===== src/sv/c2d_pkg.sv =====
// Shared types and constants for the 3x3 zero-padded convolution block.
`default_nettype none

package c2d_pkg;

    // Fixed field widths
    localparam int PIX_W  = 8;
    localparam int COEF_W = 16;
    localparam int PROD_W = 24;
    localparam int CSUM_W = 26;
    localparam int SUM_W  = 28;
    localparam int IDX_W  = 10;
    localparam int CFG_W  = 64;
    localparam int ADDR_W = 5;

    // Output queue
    localparam int FIFO_DEPTH = 16;
    localparam int FIFO_AW    = $clog2(FIFO_DEPTH);
    localparam int FIFO_CW    = $clog2(FIFO_DEPTH + 1);

    // Register map (index = paddr[4:3])
    localparam logic [1:0] REG_WIDTH    = 2'd0;
    localparam logic [1:0] REG_COEF_TOP = 2'd1;
    localparam logic [1:0] REG_COEF_MID = 2'd2;
    localparam logic [1:0] REG_COEF_BOT = 2'd3;

    localparam logic [10:0] WIDTH_RST = 11'd1024;

    typedef logic [PIX_W-1:0]         t_pix;
    typedef logic signed [COEF_W-1:0] t_coef;
    typedef logic signed [PROD_W-1:0] t_prod;
    typedef logic signed [CSUM_W-1:0] t_csum;
    typedef logic signed [SUM_W-1:0]  t_sum;
    typedef logic [IDX_W-1:0]         t_idx;
    typedef logic [FIFO_CW-1:0]       t_cnt;

    // One window column, index 0 is the top row
    typedef logic [2:0][PIX_W-1:0]  t_col;
    // One kernel column, index 0 is the top row
    typedef logic [2:0][COEF_W-1:0] t_coef_col;

    // Per-item control carried down the pipeline
    typedef struct packed {
        logic v;
        logic res1_v;
        logic res2_v;
        logic drop_top;
        logic drop_l1;
        logic drop_l2;
        t_idx row;
        t_idx col;
    } t_ctl;

    // One result word
    typedef struct packed {
        t_sum value;
        t_idx row;
        t_idx col;
        logic run_end;
    } t_res;

endpackage

`default_nettype wire


===== src/sv/c2d_cell.sv =====
// Window column cell: holds one column, passes it left, forms two weighted column sums.
`default_nettype none

module c2d_cell import c2d_pkg::*; (
    input  wire logic      i_clk,
    input  wire logic      i_shift,
    input  wire t_col      i_col,
    output t_col           o_col,
    input  wire t_coef_col i_coef_a,
    input  wire t_coef_col i_coef_b,
    input  wire logic      i_drop_top,
    output t_csum          o_sum_a,
    output t_csum          o_sum_b
);

    t_col  r_col;
    t_prod r_prod_a [3];
    t_prod r_prod_b [3];
    t_csum r_sum_a;
    t_csum r_sum_b;

    // Column register, shifts on each new item
    always_ff @(posedge i_clk) begin
        if (i_shift) begin
            r_col <= i_col;
        end
    end

    assign o_col = r_col;

    // Products, top row dropped at the top image edge
    always_ff @(posedge i_clk) begin
        for (int i = 0; i < 3; i++) begin
            if (i == 0 && i_drop_top) begin
                r_prod_a[i] <= '0;
                r_prod_b[i] <= '0;
            end else begin
                r_prod_a[i] <= t_prod'($signed(i_coef_a[i]))
                             * t_prod'($signed({1'b0, r_col[i]}));
                r_prod_b[i] <= t_prod'($signed(i_coef_b[i]))
                             * t_prod'($signed({1'b0, r_col[i]}));
            end
        end
    end

    // Column sums
    always_ff @(posedge i_clk) begin
        r_sum_a <= t_csum'(r_prod_a[0]) + t_csum'(r_prod_a[1]) + t_csum'(r_prod_a[2]);
        r_sum_b <= t_csum'(r_prod_b[0]) + t_csum'(r_prod_b[1]) + t_csum'(r_prod_b[2]);
    end

    assign o_sum_a = r_sum_a;
    assign o_sum_b = r_sum_b;

endmodule

`default_nettype wire


===== config.mk =====
export PLATFORM = sky130hd
export DESIGN_NAME = c2d_cell
export DESIGN_NICKNAME = d
export VERILOG_FILES = /design/src/sv/c2d_pkg.sv /design/src/sv/c2d_cell.sv
export SDC_FILE = /design/constraint.sdc
export NUM_CORES = 2
export LEC_CHECK = 0
export ABC_CLOCK_PERIOD_IN_PS = 5100
export BUFFER_PORTS_ARGS = -buffer_cell sky130_fd_sc_hd__buf_2
export CAP_MARGIN = 10
export CORE_ASPECT_RATIO = 1.25
export CORE_UTILIZATION = 45
export CTS_CLUSTER_SIZE = 8
export DETAILED_ROUTE_END_ITERATION = 10
export HOLD_SLACK_MARGIN = 0.08
export PLACE_DENSITY = 0.59
export SYNTH_ARGS = -nofsm -noshare
export SYNTH_HDL_FRONTEND = slang
export SYNTH_SLANG_ARGS = --single-unit
export TNS_END_PERCENT = 1

===== constraint.sdc =====
create_clock -name i_clk -period 5.1 [get_ports i_clk]
set_input_delay 0.255 -clock i_clk [delete_from_list [all_inputs] [get_ports i_clk]]
set_output_delay 0.255 -clock i_clk [all_outputs]
set_load 0.05 [all_outputs]

# After elaboration in Yosys (flattened, before gate mapping)

Memory sizes are Yosys's and may differ from the RTL's.
Cells that the tools add are included.

Memory bits (writable): 144
Input port bits: 123
Output and inout port bits: 76
Logic and storage cells: 24
Memories: 2
Register bits after elaboration: 76

Memory list:

| name     | words | bits a word | rd ports | clocked after Yosys merged registers in | wr ports | RTL line       | text |
|---|---|---|---|---|---|---|---|
| r_prod_a | 3     | 24          | 3        | 0                                       | 3        | c2d_cell.sv:17 | `t_prod r_prod_a [3];` |
| r_prod_b | 3     | 24          | 3        | 0                                       | 3        | c2d_cell.sv:18 | `t_prod r_prod_b [3];` |

Bitwise operators: 2
Multipliers: 6
Add/subtract/negate cells: 4
Muxes and demuxes: 5

Operators by type and width:

| cell                        | count |
|---|---|
| multiplier 16 x 9 -> 24 bit | 6 |
| adder 25 x 24 -> 26 bit     | 2 |
| adder 24 x 24 -> 25 bit     | 2 |
| two-way mux 24 bit          | 2 |
| two-way mux 1 bit           | 3 |
| bitwise OR 1 bit            | 2 |

# Longest topological paths before layout

Depth in word-level cells: 3
Depth in mapped cells: 19
Gate-level depth less buffers: 18

# Worst setup path before layout

Ideal clock, no wire load.

Path kind: reg2reg
Start point: register r_col (netlist bit o_col[0])
End point: memory r_prod_b[0][23] (netlist bit)
Arrival time: 4.920 ns
Required time: 4.973 ns
Clock period less this slack: 5.046 ns
Setup time: 0.127 ns
Cell stages (with the launch flop): 18
Buffers on the path: 2
Path slack: 0.054 ns
Path through: edfxtp_1 -> clkbuf_1 -> nand2_1 -> fa_1 -> inv_1 -> fa_1 -> fa_1 -> inv_1 -> fa_1 -> inv_1 -> ha_1 -> clkbuf_1 -> a21o_1 -> a21o_1 -> a211oi_1 -> and2_1 -> nor3_1 -> or3_1

RTL lines:

| element                | RTL line       | text |
|---|---|---|
| from (decl)            | c2d_cell.sv:16 | `t_col r_col;` |
| from (signal assigned) | c2d_cell.sv:25 | `r_col <= i_col;` |
| to (decl)              | c2d_cell.sv:18 |  |

==> results.txt <==
The max-capacitance violation count came out at 0. The initial core utilization came out at between 40% and 50%. The setup violation total in the final timing report came out at 0. The flow ran to the end, and the final reports show no timing, DRC or antenna violations.

The total DRC errors in the routed layout is 0. The number of clock sinks seen by CTS came out at 220. Among the stages of the critical path, the cell type that occurs most often is sky130_fd_sc_hd__fa_1.

The nature of the critical path endpoint is a flop. The count of warnings emitted by yosys came out at 0. The setup total negative slack is 0 ns.

The tightest min-delay check is of the primary input to flop type. The overall overflow remaining after global route came out at 0. In the final routed layout, each cell accounts on average for 16.26 um.

The register area share after synthesis came out at about an eighth. The total of buffers placed on input and output ports came out at approximately 200. The net count after synthesis is 4986. The clock reaches the later pin of the worst-skew pair after 0.57 ns. Among cell families on the critical path, the largest total delay comes from adder cells. The number of global-route vias before repair is about 27000. The buffer depth of the longest clock path is 3. After synthesis, the most frequently instantiated cells are 952 x sky130_fd_sc_hd__inv_1, 650 x sky130_fd_sc_hd__fa_1, 486 x sky130_fd_sc_hd__nand2_1, 344 x sky130_fd_sc_hd__and2_1, 330 x sky130_fd_sc_hd__ha_1. The share of Yosys cell area claimed by the top area cell type is a little under two fifths. The global-route wire length before repair is 138700 um. The setup slack after layout is approximately 0.24 ns. The worst setup path is launched from a flop. The global routing usage summed across all routing layers is between 20% and 30%. Among all cell types in the netlist, the one instantiated most often is sky130_fd_sc_hd__inv_1.

The width of the die came out at between 200 and 300 um. For this run, the slowest stage of the critical path takes around 0.54 ns. Once layout is done, the placed cells without fillers occupy a little under 40000 um2. The slowest stage of the critical path belongs to the cell sky130_fd_sc_hd__fa_1. The post-route netlist has roughly 8% of its cells at a drive strength greater than 1. The boundary pin count came out at around 200. The detailed-routing iteration count for the pre-antenna-repair pass is 5. The register bit total from synthesis came out at 220.

Setup repair after global routing could not meet its margin everywhere. Among all flip-flop cells after synthesis, the most frequent one is sky130_fd_sc_hd__dfxtp_1. The row count is 114. The number of library cell types mapped by synthesis is 74.

The share of flip-flops with an asynchronous set or reset came out at 0%. By area the synthesized netlist is led by sky130_fd_sc_hd__fa_1 37%, sky130_fd_sc_hd__ha_1 12%, sky130_fd_sc_hd__dfxtp_1 11%. The worst-case clock skew is ~0.026 ns.

Measured along the y axis, the die boundary spans about 310 um. The instance count of the mapped netlist is 3883. The largest total area in the synthesized netlist belongs to sky130_fd_sc_hd__fa_1.

The minimum setup slack after placement is around 0.15 ns. The relative max-transition margin is a little under two fifths. Clock-pin slew was measured on the worst setup and hold paths at approximately 0.050 ns.

The required time of the worst setup path came out at 5.53 ns. After floorplanning, the core was sized to cover about 77000 um2. The final period utilization came out at a little over nine tenths. The number of enable flip-flop cells after synthesis is 24.

The number of failing hold endpoints at the final stage came out at 0. The number of design-rule violations left by the first detailed-router iteration came out at 900. The critical path data arrival time came out at about 5.3 ns. The count of pins over their slew limit is 0. The class of the most critical setup path is flop to flop. The area growth from synthesis to layout is 11.39%. The initial antenna violation count is 4. The highest attainable clock frequency is between 200 and 250 MHz. The maximum fanout count along the critical path came out at 33. The mapped cell area came out at 35010 um2. Detailed routing inserted a total of between 20000 and 30000 vias. Wires add up to about 84000 um. For the pin with the worst max-slew slack, the measured transition is 0.9411 ns. The maximum number of pins on one net before global-route repair is 54. The area enclosed by the die boundary came out at between 70000 and 80000 um2. TritonCTS built the clock tree. The cell at the root of the clock tree is sky130_fd_sc_hd__clkbuf_16. The HPWL after detailed placement came out at ~70000 um. The vias per cell came out at 4.881. The standard cell area after detailed placement is 37560 um2. The final weighted congestion of routability-driven global placement came out at about 0.86.

Averaged over all synthesized cells, the footprint is around 9.0 um2. The total clock buffers created by CTS came out at 36. The critical path goes through buf_12 > nand2_1 > fa_1 > inv_1 > fa_1 > fa_1 > inv_1 > fa_1 > inv_1 > ha_1 > a21o_1 > or3_1 > o211ai_1 > o31a_1 > o21ai_0 > a311oi_1 > nor2_1. The residual antenna-violating net count after detailed routing is 0.

The final period demand of the worst path is around 4.9 ns. The number of H-tree levels is 2. The total number of nets in the final design came out at about 5200.

The number of buffers and inverters on the critical path came out at 4.
-- cell type report --
| class | count | area (um2) |
|---|---|---|
| fill | 7381 | 38170 |
| inverter | 952 | 3573 |
| multi-input combinational | 2620 | 26480 |
| clock buffer | 45 | 985.9 |
| clock inverter | 7 | 91.34 |
| tap | 1044 | 1306 |
| sequential | 220 | 4644 |
| antenna | 3 | 7.507 |
| timing repair buffer | 289 | 1913 |
-- sequential cells by signal, summed over array words and instances (netlist names) --
register  flops
o_col        24
o_sum_a      26
o_sum_b      26
r_prod_a     72
r_prod_b     72
-- cells in the final DEF, fill, tap and decap left out, types with 12 or more instances in the layout --
cell	Yosys	final
sky130_fd_sc_hd__inv_1	952	952
sky130_fd_sc_hd__fa_1	650	650
sky130_fd_sc_hd__nand2_1	486	486
sky130_fd_sc_hd__and2_1	344	344
sky130_fd_sc_hd__ha_1	330	330
sky130_fd_sc_hd__buf_2	1	198
sky130_fd_sc_hd__dfxtp_1	196	196
sky130_fd_sc_hd__a21oi_1	119	119
sky130_fd_sc_hd__xnor2_1	117	117
sky130_fd_sc_hd__nor2_1	110	110
sky130_fd_sc_hd__a21o_1	65	65
sky130_fd_sc_hd__o21ai_0	64	61
sky130_fd_sc_hd__xor2_1	47	47
sky130_fd_sc_hd__buf_4	0	46
sky130_fd_sc_hd__clkbuf_16	0	37
sky130_fd_sc_hd__dlygate4sd3_1	0	28
sky130_fd_sc_hd__nor2b_1	24	24
sky130_fd_sc_hd__nand3_1	24	24
sky130_fd_sc_hd__edfxtp_1	24	24
sky130_fd_sc_hd__o21a_1	22	22
sky130_fd_sc_hd__o21bai_1	21	21
sky130_fd_sc_hd__nor3_1	21	21
sky130_fd_sc_hd__nand2b_1	16	16
sky130_fd_sc_hd__a211oi_1	16	15
sky130_fd_sc_hd__o211ai_1	13	13
sky130_fd_sc_hd__nand4_1	13	13
sky130_fd_sc_hd__buf_12	0	12
-- worst reg2reg max path, delay by kind of cell (launching register included) --
| kind | cells | cell delay [ns] |
|---|---|---|
| AO/OA/AOI/OAI | 5 | 1.12 |
| adder cells (fa/ha/maj) | 5 | 2.39 |
| buffers and inverters | 4 | 0.35 |
| flip-flops | 1 | 0.37 |
| AND/OR/NAND/NOR | 3 | 0.50 |
-- stage by stage --
stage / utilization (%) / hold slack [ns] / instances
2_1_floorplan: - / 0.3539 / 3883
3_3_place_gp: 48.67 / 0.4315 / 5093
3_5_place_dp: 48.67 / 0.4332 / 5093
4_1_cts: 50.43 / 0.08471 / 5173
5_1_grt: 50.54 / 0.1134 / 5180
6_report: 50.54 / 0.1080 / 5180
-- kinds of logic (layout without fill, tap and decap cells) --
logic type | count (synthesis) | count (layout) | synth area share (%)
compound gates | 390 | 390 | 7.301
xor+xnor | 164 | 164 | 4.102
fa+ha+maj | 980 | 980 | 48.96
buf+inv | 1043 | 1293 | 11.19
flops | 220 | 220 | 13.27
mux | 5 | 5 | 0.1501
other cells | 0 | 3 | 0
simple gates | 1081 | 1081 | 15.03
-- routing by layer --
| metal | track usage (%) | routed length [um] | vias up |
|---|---|---|---|
| li1 | - | - | 12140 |
| met1 | 28.22 | 36260 | 12600 |
| met2 | 39.89 | 42940 | 443 |
| met3 | 2.169 | 2818 | 102 |
| met4 | 6.264 | 2221 | 0 |
| met5 | 0 | 0 | - |
-- timing repair --
| action | CTS | global route |
|---|---|---|
| resized for setup | 0 | 14 |
| hold buffers | 28 | 0 |
| setup endpoints to repair | 0 | 17 |
| hold endpoints to repair | 28 | 0 |
| setup buffers | 0 | 4 |
-- path summary, 6_finish.rpt --
kind                        start  depth (start not counted)  slack, ns               to
setup / recovery         o_col[8]                         17       0.24  r_prod_b[0][45]
hold / removal       i_coef_a[32]                          2       0.11  r_prod_a[0][48]
setup reg to reg         o_col[8]                         17       0.24  r_prod_b[0][45]
hold reg to reg   r_prod_a[0][48]                          3       0.58       o_sum_a[0]
Power is left out: the tool's default activity adds up to more than one toggle a clock period on the data nets, which glitch-free logic cannot reach.
